File: src/sv/ngps_pkg.sv
`default_nettype none
package ngps_pkg;
    localparam int Q_W      = 48;   // Q8.40 word
    localparam int V_W      = 47;   // unsigned variance
    localparam int FRAC     = 40;
    localparam int D_W      = 49;   // z - gamma
    localparam int OP_W     = 63;   // multiplier operand / result, signed
    localparam int MAG_W    = 62;   // operand magnitude
    localparam int DIG_W    = 31;   // multiplier digit
    localparam int PROD_W   = 124;  // full magnitude product
    localparam int SUM_W    = 64;
    localparam int ROOT_W   = 44;
    localparam int CNT_W    = 11;   // path_count register
    localparam int CFG_IDX_W = 3;
    localparam int MAX_PATHS_DEF = 1024;

    localparam logic [CFG_IDX_W-1:0] CFG_LAMBDA = 3'd0;
    localparam logic [CFG_IDX_W-1:0] CFG_OMEGA  = 3'd1;
    localparam logic [CFG_IDX_W-1:0] CFG_ALPHA  = 3'd2;
    localparam logic [CFG_IDX_W-1:0] CFG_BETA   = 3'd3;
    localparam logic [CFG_IDX_W-1:0] CFG_GAMMA  = 3'd4;
    localparam logic [CFG_IDX_W-1:0] CFG_PCOUNT = 3'd5;
endpackage
`default_nettype wire

File: src/sv/ngps_sqrt.sv
`default_nettype none
module ngps_sqrt
    import ngps_pkg::*;
(
    input  wire logic           i_clk,
    input  wire logic           i_rst_n,
    input  wire logic           i_start,
    input  wire logic [V_W-1:0] i_h,
    output logic                o_busy,
    output logic [ROOT_W-1:0]   o_root
);
    localparam int V2_W  = 2 * ROOT_W;   // radicand h * 2^40, padded
    localparam int REM_W = ROOT_W + 3;

    logic [V2_W-1:0]   r_v;
    logic [REM_W-1:0]  r_rem;
    logic [5:0]        r_cnt;
    logic [REM_W-1:0]  rem_s;
    logic [REM_W-1:0]  trial;
    logic              take;

    // one root bit per cycle, restoring
    always_comb begin
        rem_s = {r_rem[REM_W-3:0], r_v[V2_W-1 -: 2]};
        trial = {1'b0, o_root, 2'b01};
        take  = rem_s >= trial;
    end

    always_ff @(posedge i_clk) begin
        if (!i_rst_n) begin
            o_busy <= 1'b0;
        end else if (i_start) begin
            o_busy <= 1'b1;
            r_cnt  <= 6'(ROOT_W - 1);
            r_v    <= V2_W'({i_h, {FRAC{1'b0}}});
            r_rem  <= '0;
            o_root <= '0;
        end else if (o_busy) begin
            r_v    <= {r_v[V2_W-3:0], 2'b00};
            r_rem  <= take ? rem_s - trial : rem_s;
            o_root <= {o_root[ROOT_W-2:0], take};
            r_cnt  <= r_cnt - 6'd1;
            if (r_cnt == '0) begin
                o_busy <= 1'b0;
            end
        end
    end
endmodule
`default_nettype wire

File: config.mk
export PLATFORM = sky130hd
export DESIGN_NAME = ngps_sqrt
export DESIGN_NICKNAME = d
export VERILOG_FILES = /design/src/sv/ngps_pkg.sv /design/src/sv/ngps_sqrt.sv
export SDC_FILE = /design/constraint.sdc
export NUM_CORES = 1
export LEC_CHECK = 0
export BUFFER_PORTS_ARGS = -buffer_cell sky130_fd_sc_hd__buf_2
export CAP_MARGIN = 20
export CORE_AREA = 2 2 143 145
export DETAILED_ROUTE_END_ITERATION = 7
export DIE_AREA = 0 0 145 147
export PLACE_DENSITY_LB_ADDON = 0.2
export SLEW_MARGIN = 20
export SYNTH_ARGS = -nofsm -noshare
export SYNTH_HDL_FRONTEND = slang
export SYNTH_SLANG_ARGS = --single-unit
export TNS_END_PERCENT = 5
File: constraint.sdc
create_clock -name i_clk -period 10.02 [get_ports i_clk]
set_input_delay 0.501 -clock i_clk [delete_from_list [all_inputs] [get_ports i_clk]]
set_output_delay 0.501 -clock i_clk [all_outputs]
set_load 0.02 [all_outputs]
==> reports/summary.log <==
qor: floorplan.core.rowCount 52
qor: placement.gp_congestion 0.8306
qor: layout.number_of_nets_in_the_finished_design 1001
qor: clock_tree.holdBufCountCts 0
qor: sta.report.final.setup_viol 0
qor: clock_tree.number_of_buffers_inserted_during_clock_tree_synthesis 17
qor: placement.portBuffers 94
qor: global_routing.groute.usage.overall 17.59%
qor: routing.ant_nets 0
qor: clock_tree.worst_skew_pair.late_latency 0.43 ns
qor: sta.grt_setup_unrepaired false
qor: routing.wire_per_inst 15.27 microns
qor: global_routing.global_route.overflow_total 0
qor: setup_path.critical_path.reg2reg.startpoint o_root[13]
qor: synthesis.synth_largest_area_cell edfxtp_1
qor: sta.setup-tns-final 0 ns
qor: setup_path.timing.reg2reg.setup_slack 5.85 ns
qor: synthesis.ys_seq_area_share 49.50%
qor: routing.drtPass1Iterations 6
qor: sta.achievable-frequency 239.6 MHz
qor: synthesis.synth-main-ff-cell edfxtp_1
qor: sta.final_hold_viol_count 0
qor: sta.holdWs 0.3520 ns
qor: synthesis.synth_enable_flop_cells 143
qor: setup_path.critical_path.endpoint_type register
qor: clock_tree.cts_resized 0
qor: setup_path.worstSetupStartpoint o_root[13]
qor: synthesis.netlist_top_cells_count edfxtp_1, nor2_1, inv_1
qor: setup_path.cp_max_fo 35
qor: routing.detail_route.wirelength 18.12 mm
qor: synthesis.mapped_nets 921
qor: synthesis.async_flop_share 0%
qor: min_path.hold_path_class in2reg
qor: clock_tree.cts.root.buffer_cell clkbuf_16
qor: routing.initialDrtViolationCount 352
qor: routing.post-route-drc-count 0
qor: setup_path.crit_path_start_kind register
qor: setup_path.reg2reg_to r_rem[10]
qor: setup_path.reg2regPathDepth 13
qor: job.max_cap_violations 0
qor: floorplan.die_x 145 microns
qor: floorplan.die-area 0.02132 sq mm
qor: synthesis.synth.cell_area 0.008716 sq mm
qor: sta.tightest_slew 1.034 ns
qor: synthesis.synth.top_cell.area_share 49.27%
qor: sta.layout_worst_path_cycle_share 41.66%
qor: routing.routed-via-count 6221
qor: clock_tree.cts.repair_timing.setup_buffer_count 0
qor: routing.via_to_cell_ratio 5.245
qor: synthesis.synth_warnings 0
qor: clock_tree.clock_path_buffers 2
qor: clock_tree.clock-sinks 144
qor: run_status.run_status finished, final reports clean
qor: setup_path.worstPathRequired 10.16 ns
qor: clock_tree.worst_setup_hold_path_clk_slew 0.07 ns
qor: synthesis.synthesis.area_per_instance 10.59 sq um
qor: layout.final_util 50.35%
qor: power_and_ir_drop.ir_drop 0.0001302 V
qor: synthesis.synth.distinct_cells 63
qor: synthesis.postSynthCellCount 823
qor: synthesis.yosys.cell_count.top_type edfxtp_1
qor: global_routing.antenna_violations_before_repair 0
qor: placement.dpl.hpwl 12.59 mm
qor: setup_path.critical_path_class reg2reg
qor: clock_tree.ctsHtreeMaxLevel 4
qor: global_routing.wire_length_of_the_first_global_routing_pass 30.43 mm
qor: setup_path.signal_arrival_time_at_the_worst_endpoint 4.31 ns
qor: synthesis.synth.top_cells.by_area edfxtp_1, ha_1, mux2_2
qor: sta.timing.clock.skew 0.009301 ns
qor: layout.antenna_cells 0
qor: global_routing.grt_start_max_net_pins 84
qor: power_and_ir_drop.power.static_leakage 4.202 nW
qor: sta.timing_max_transition_violations_final 0
qor: sta.period_needed 4.174 ns
qor: floorplan.dieHeight 147 microns
qor: global_routing.number_of_global_route_vias_before_repair 6155
qor: floorplan.floorplan.initialDensity 43.92%
qor: layout.drive_gt1_share 19.65%
qor: sta.maxSlewHeadroom 31.03%
qor: power_and_ir_drop.p_per_area 184.7 mW/mm^2
qor: floorplan.fp.coreArea 0.01984 sq mm
qor: layout.n_fill_cell 1844
qor: power_and_ir_drop.power 0.001845 W
qor: clock_tree.cts_tree built
qor: setup_path.cp-endpoint r_rem[10]
qor: synthesis.synth_seq_cells 144
qor: layout.syn_to_final_growth 14.63%
qor: floorplan.number_of_primary_i_o_pins 95
-- sequential cells by signal, summed over array words and instances (netlist names) --
register,flops
r_v,48
r_rem,45
o_root,44
r_cnt,6
o_busy,1
-- worst min path at each step --
stage	start	to	slack, ns	cells after the start
2_1_floorplan	r_v[85]	r_v[87]	0.51	1
3_3_place_gp	r_v[85]	r_v[87]	0.51	1
3_5_place_dp	r_v[85]	r_v[87]	0.53	1
4_1_cts	i_h[1]	r_v[41]	0.33	2
5_1_grt	i_h[1]	r_v[41]	0.35	2
6_report	i_h[1]	r_v[41]	0.35	2
-- placed cells by master (no fill, tap or decap), types with 9 or more instances in the layout --
cell       count
xnor2_1       24
a21oi_1       50
clkbuf_16     17
nand3_1       20
mux2_2        45
buf_2         93
inv_1         67
a31oi_1        9
nand2b_1       9
nand2_1       36
o21ai_0       28
a211oi_1      13
edfxtp_1     143
nor3_1        10
a21o_1        26
nor2_1       114
nand4_1        9
mux2i_1       32
ha_1          48
xor2_1        13
-- cell families (layout without fill, tap and decap cells) --
logic type | after synthesis | in the layout | share of synthesized area (%)
AOI/OAI and AO/OA | 172 | 172 | 12.79
xor gates and xnor gates | 37 | 37 | 3.718
adders and majority gates | 48 | 48 | 6.891
buffers and inverters | 104 | 197 | 4.866
DFF | 144 | 144 | 49.50
muxes | 77 | 77 | 9.489
and+or+nand+nor | 241 | 241 | 12.75
-- through the flow --
stage / cells / setup slack, ns / cell area (sq um)
3_5_place_dp: 1154 / 5.825 / 9393
4_1_cts: 1186 / 5.796 / 9991
6_report: 1186 / 5.846 / 9991
2_1_floorplan: 823 / 5.429 / 8716
5_1_grt: 1186 / 5.474 / 9991
3_3_place_gp: 1154 / 5.943 / 9393
-- layout make-up --
| class | instances | area, sq um | share of cell area (%) |
|---|---|---|---|
| clock buffer | 18 | 429.2 | 4.296 |
| inverter | 67 | 251.5 | 2.517 |
| sequential | 144 | 4314 | 43.18 |
| multi-input combinational | 575 | 3986 | 39.90 |
| timing repair buffer | 98 | 503.0 | 5.034 |
| clock inverter | 14 | 168.9 | 1.691 |
| tap | 270 | 337.8 | 3.381 |
-- power by group --
group	switching, W	internal (W)	total [W]
registers	0.0000210	0.000727	0.000748
clock network	0.000281	0.000377	0.000658
logic	0.000258	0.000182	0.000440
-- critical path, stage by stage (launching register included) --
cell,delay (ns)
edfxtp_1,0.34
inv_1,0.06
ha_1,0.41
nand3_1,0.17
nor3_2,0.27
nand2_1,0.07
a2111oi_0,0.52
o31ai_2,0.15
nand2_1,0.13
a31o_1,0.21
a311o_2,0.66
buf_4,0.54
a21boi_1,0.25
nor3_1,0.06
-- per-layer routing --
layer	track usage, %	routed length (microns)	up-vias
met5	0	0	-
met4	4.752	215	0
met3	5.000	772	16
met2	27.12	8244	97
met1	24.44	8884	2978
li1	-	-	3130
Note: power is estimated with default switching activity, not from simulation.
