File: src/sv/ngps_pkg.sv
`default_nettype none
package ngps_pkg;
    localparam int Q_W      = 48;   // Q8.40 word
    localparam int V_W      = 47;   // unsigned variance
    localparam int FRAC     = 40;
    localparam int D_W      = 49;   // z - gamma
    localparam int OP_W     = 63;   // multiplier operand / result, signed
    localparam int MAG_W    = 62;   // operand magnitude
    localparam int DIG_W    = 31;   // multiplier digit
    localparam int PROD_W   = 124;  // full magnitude product
    localparam int SUM_W    = 64;
    localparam int ROOT_W   = 44;
    localparam int CNT_W    = 11;   // path_count register
    localparam int CFG_IDX_W = 3;
    localparam int MAX_PATHS_DEF = 1024;

    localparam logic [CFG_IDX_W-1:0] CFG_LAMBDA = 3'd0;
    localparam logic [CFG_IDX_W-1:0] CFG_OMEGA  = 3'd1;
    localparam logic [CFG_IDX_W-1:0] CFG_ALPHA  = 3'd2;
    localparam logic [CFG_IDX_W-1:0] CFG_BETA   = 3'd3;
    localparam logic [CFG_IDX_W-1:0] CFG_GAMMA  = 3'd4;
    localparam logic [CFG_IDX_W-1:0] CFG_PCOUNT = 3'd5;
endpackage
`default_nettype wire

File: src/sv/ngps_mulq.sv
`default_nettype none
module ngps_mulq
    import ngps_pkg::*;
(
    input  wire logic                   i_clk,
    input  wire logic                   i_rst_n,
    input  wire logic                   i_start,
    input  wire logic signed [OP_W-1:0] i_a,
    input  wire logic signed [OP_W-1:0] i_b,
    output logic                        o_done,
    output logic signed [OP_W-1:0]      o_res
);
    localparam logic [PROD_W:0] RND = (PROD_W+1)'(1) << (FRAC - 1);
    localparam logic [OP_W-1:0] CLAMP = OP_W'(1) << 61;

    logic [MAG_W-1:0]      r_am, r_bm;
    logic                  r_neg;
    logic                  r_busy;
    logic [2:0]            r_ph;
    logic [2*DIG_W-1:0]    r_prod;
    logic [1:0]            r_psh;
    logic [PROD_W-1:0]     r_acc;
    logic [OP_W-1:0]       a_abs, b_abs;
    logic [DIG_W-1:0]      da, db;
    logic [PROD_W-1:0]     addend;
    logic [PROD_W:0]       rnd;
    logic [OP_W-1:0]       mag_res;

    always_comb begin
        a_abs  = i_a[OP_W-1] ? OP_W'(-i_a) : OP_W'(i_a);
        b_abs  = i_b[OP_W-1] ? OP_W'(-i_b) : OP_W'(i_b);
        da     = r_ph[1] ? r_am[MAG_W-1:DIG_W] : r_am[DIG_W-1:0];
        db     = r_ph[0] ? r_bm[MAG_W-1:DIG_W] : r_bm[DIG_W-1:0];
        unique case (r_psh)
            2'd0:    addend = PROD_W'(r_prod);
            2'd1:    addend = PROD_W'(r_prod) << DIG_W;
            default: addend = PROD_W'(r_prod) << (2 * DIG_W);
        endcase
        rnd     = {1'b0, r_acc} + RND;
        mag_res = (|rnd[PROD_W:101]) ? CLAMP : OP_W'(rnd[100:FRAC]);
    end

    always_ff @(posedge i_clk) begin
        if (!i_rst_n) begin
            r_busy <= 1'b0;
            o_done <= 1'b0;
        end else begin
            o_done <= 1'b0;
            if (i_start) begin
                r_busy <= 1'b1;
                r_ph   <= '0;
                r_am   <= a_abs[MAG_W-1:0];
                r_bm   <= b_abs[MAG_W-1:0];
                r_neg  <= i_a[OP_W-1] ^ i_b[OP_W-1];
                r_acc  <= '0;
            end else if (r_busy) begin
                if (r_ph <= 3'd3) begin
                    r_prod <= (2*DIG_W)'(da) * (2*DIG_W)'(db);
                    r_psh  <= 2'(r_ph[1]) + 2'(r_ph[0]);
                end
                if (r_ph >= 3'd1 && r_ph <= 3'd4) begin
                    r_acc <= r_acc + addend;
                end
                if (r_ph == 3'd5) begin
                    o_res  <= r_neg ? OP_W'(-mag_res) : mag_res;
                    r_busy <= 1'b0;
                    o_done <= 1'b1;
                end
                r_ph <= r_ph + 3'd1;
            end
        end
    end
endmodule
`default_nettype wire

File: config.mk
export PLATFORM = sky130hd
export DESIGN_NAME = ngps_mulq
export DESIGN_NICKNAME = d
export VERILOG_FILES = /design/src/sv/ngps_pkg.sv /design/src/sv/ngps_mulq.sv
export SDC_FILE = /design/constraint.sdc
export NUM_CORES = 2
export LEC_CHECK = 0
export BUFFER_PORTS_ARGS = -buffer_cell sky130_fd_sc_hd__buf_2
export CAP_MARGIN = 10
export CORE_MARGIN = 5
export CORE_UTILIZATION = 55
export DETAILED_ROUTE_END_ITERATION = 10
export GPL_ROUTABILITY_DRIVEN = 0
export PLACE_DENSITY_LB_ADDON = 0.1
export RECOVER_POWER = 25
export SLEW_MARGIN = 25
export SYNTH_ARGS = -nofsm -noshare
export SYNTH_HDL_FRONTEND = slang
export SYNTH_SLANG_ARGS = --single-unit
File: constraint.sdc
create_clock -name i_clk -period 25.7 [get_ports i_clk]
set_clock_uncertainty 0.1 [all_clocks]
set_input_delay 3.855 -clock i_clk [delete_from_list [all_inputs] [get_ports i_clk]]
set_output_delay 3.855 -clock i_clk [all_outputs]
set_load 0.02 [all_outputs]
==> run summary <==
detailed-route wire length per cell: 24.2 um
CTS clk-pin slew, worst paths: 60 ps
Post-DRT Antenna Nets: 0
Setup CP Type: flip-flop to flip-flop
Post-Synthesis Cells: 6728
critical path arrival: 14600 ps
f_max: 0.0700 GHz
row count: 121
Syn Area/Cell: 8.88 um^2
Top Metal Used: met5
Worst Setup EP: r_prod[60]$_DFFE_PP_
cts repair resizes: 0
YS warnings: 0
Pins Over Slew Limit: 387
share of layout cells above drive strength 1: 7.00%
Setup TNS: 0 ps
Die Ht: 340 um
slew of the pin with the lowest slew margin: 4250 ps
met3 wire length: 19800 um
Hold WS: 482 ps
via count: 50198
CORE AREA: 108000 um^2
residual DRC count: 0
Multi-input gate area: 43800 um^2
EDFF count, synth: 379
Die Outline Area: 115000 um^2
gr usage total: 34.2%
Layout area overhead: 6.46%
vias in the first global route: 51033
hold buffer count at cts: 0
Synth cell types: 80
Final Hold Fails: 0
largest net degree at the start of global routing: 86
FF-to-FF End: r_prod[60]$_DFFE_PP_
post-route minimum period: 14290 ps
Slew headroom: -183%
total CTS buffers: 46
total gr overflow: 0
fin crit share: 55.6%
register area share after synthesis: 19.1%
Routed WL: 198000 um
FILL cells: 9813
r2r setup slk: 11410 ps
DR vias/cell: 6.15
synthesized cell area: 59800 um^2
CTS root buffer: clkbuf_16
failing checks: capacitance limit, slew limit
RSZ-0062 raised after global routing: false
dominant synthesized flop cell: edfxtp_1
Hold Crit Class: flip-flop to flip-flop
Startpoint Class: flip-flop
CTS tree: done
Final nets: 8065
I/O pin cnt: 193
Yosys reg bits: 381
# port buffers: 192
MaxCap Viol Count: 8
Die Wd: 340 um
placed instance count: 8078
Cell Count, Final, Fillers Out: 8161
antenna cell count: 0
Worst Path Max Fanout: 58
CTS Buffer Depth: 3
DP HPWL: 155000 um
sequential cell area: 11400 um^2
Final Util: 58.7%
Net Count, Synth: 8081
first-pass GRT wire length: 304000 um
status: complete, but fails checks
Initial Util: 55.1%
clock sink count: 381
Skew-Pair Late Insertion Delay: 690 ps
Crit. End Element: flip-flop
# setup viols final: 0
R2R depth: 25
DR iter-0 viols: 4869
crit path from: r_ph[1]$_SDFFCE_PP0P_
asr flop ratio synth: 0%
drt pass-1 iters: 9
H-Tree Depth: 2
met2 routed WL: 88400 um
Reg2Reg Launch Point: r_ph[1]$_SDFFCE_PP0P_
post-CTS setup buffer count: 0
Routed met1 length: 75400 um
initial antenna violation count: 3
Required @ worst endpoint: 26000 ps
state kept, by name, indices dropped and copies added (netlist names):
register  flops
r_am         62
r_neg         1
o_res        63
r_psh         2
r_ph          3
r_bm         62
r_prod       62
o_done        1
r_busy        1
r_acc       124
Yosys cell counts, drive strengths merged (26+ instances only):
cell | number | area (um^2)
a21o | 107 | 803
o211ai | 26 | 195
xor2 | 100 | 876
edfxtp | 379 | 11400
nand3 | 123 | 616
nor3 | 114 | 571
o21ai | 210 | 1050
and2 | 82 | 513
buf | 28 | 113
o21bai | 48 | 360
clkbuf | 318 | 1190
and3 | 44 | 275
mux2 | 70 | 788
nor2 | 856 | 3210
inv | 954 | 3580
nor4 | 50 | 325
nand2 | 711 | 2670
o31ai | 56 | 420
o41ai | 28 | 264
or3 | 34 | 223
a21oi | 259 | 1300
or4 | 39 | 308
nand2b | 37 | 246
mux2i | 99 | 991
o21a | 39 | 293
a22o | 37 | 324
ha | 386 | 4830
fa | 838 | 16800
nand4 | 118 | 738
xnor2 | 288 | 2520
worst min path at each step:
stage | startpoint | endpoint | slack (ps) | cells after the start
6_report | r_ph[2]$_SDFFCE_PP0P_ | r_busy$_SDFF_PN0_ | 480 | 1
5_1_grt | r_ph[2]$_SDFFCE_PP0P_ | r_busy$_SDFF_PN0_ | 520 | 1
4_1_cts | r_ph[2]$_SDFFCE_PP0P_ | r_busy$_SDFF_PN0_ | 470 | 1
3_5_place_dp | r_ph[2]$_SDFFCE_PP0P_ | r_busy$_SDFF_PN0_ | 460 | 1
3_3_place_gp | r_ph[2]$_SDFFCE_PP0P_ | r_busy$_SDFF_PN0_ | 450 | 1
2_1_floorplan | r_busy$_SDFF_PN0_ | o_done$_SDFF_PP0_ | 380 | 2
cells in the final DEF (no fill, tap or decap), types with 54 or more instances in the layout:
cell type | Yosys | routed
o21ai_0 | 208 | 208
a21o_1 | 107 | 107
mux2_2 | 70 | 69
edfxtp_1 | 379 | 379
xor2_1 | 100 | 100
a21oi_1 | 259 | 259
and2_1 | 80 | 79
o31ai_1 | 56 | 56
xnor2_1 | 288 | 288
nand2_1 | 711 | 710
fa_1 | 838 | 838
nor2_1 | 856 | 854
nand3_1 | 123 | 123
nand4_1 | 118 | 118
inv_1 | 954 | 953
ha_1 | 386 | 386
buf_4 | 0 | 84
buf_2 | 6 | 156
nor3_1 | 114 | 113
mux2i_1 | 99 | 54
routing by layer:
metal	GRT usage [%]	vias up
li1	-	22138
met1	43.7	24701
met2	54.3	2684
met3	7.71	671
met4	18.7	4
met5	0	-
metrics by stage:
| stage | instance area [um^2] | worst slack, ps |
|---|---|---|
| after floorplan | 59800 | 15320 |
| after global placement | 62200 | 15280 |
| after detailed placement | 62200 | 15220 |
| after CTS | 63700 | 15210 |
| after global routing | 63600 | 10800 |
| final | 63600 | 11410 |
layout make-up:
| class | count | area share [%] |
|---|---|---|
| Multi-Input combinational cell | 5047 | 68.8 |
| Clock inverter | 23 | 0.439 |
| Sequential cell | 381 | 18.0 |
| Clock buffer | 60 | 1.95 |
| Tap cell | 1414 | 2.78 |
| Timing Repair Buffer | 282 | 2.47 |
| Inverter | 954 | 5.63 |
cells by family (layout without fill, tap and decap cells):
logic type               count (synthesis)  count (layout)  synth area share (%)
AO/OA/AOI/OAI                          969             969                  10.6
flip-flops                             381             381                  19.1
multiplexers                           169             169                  2.98
XOR/XNOR                               388             388                  5.69
buffers and inverters                 1300            1319                  8.18
adder cells (fa/ha/maj)               1224            1224                  36.2
AND/OR/NAND/NOR                       2297            2297                  17.3
worst max-delay path, stage by stage (launching register included):
cell and delay, ps:
edfxtp_1 600, clkbuf_1 3030, mux2i_1 2210, nor2_1 590, fa_1 500, fa_1 460, fa_1 560, inv_1 60
fa_1 530, inv_1 50, fa_1 450, ha_1 330, fa_1 540, inv_1 50, fa_1 530, inv_1 40
ha_1 390, nand4_1 180, o311ai_0 910, a311oi_1 420, o31a_1 470, o2111ai_1 240, o211ai_1 180, o41ai_1 310
a211oi_1 150, xnor2_1 140
Power is not shown: default switching activity piles up to over one toggle a cycle in this logic, so the estimate is an artifact.
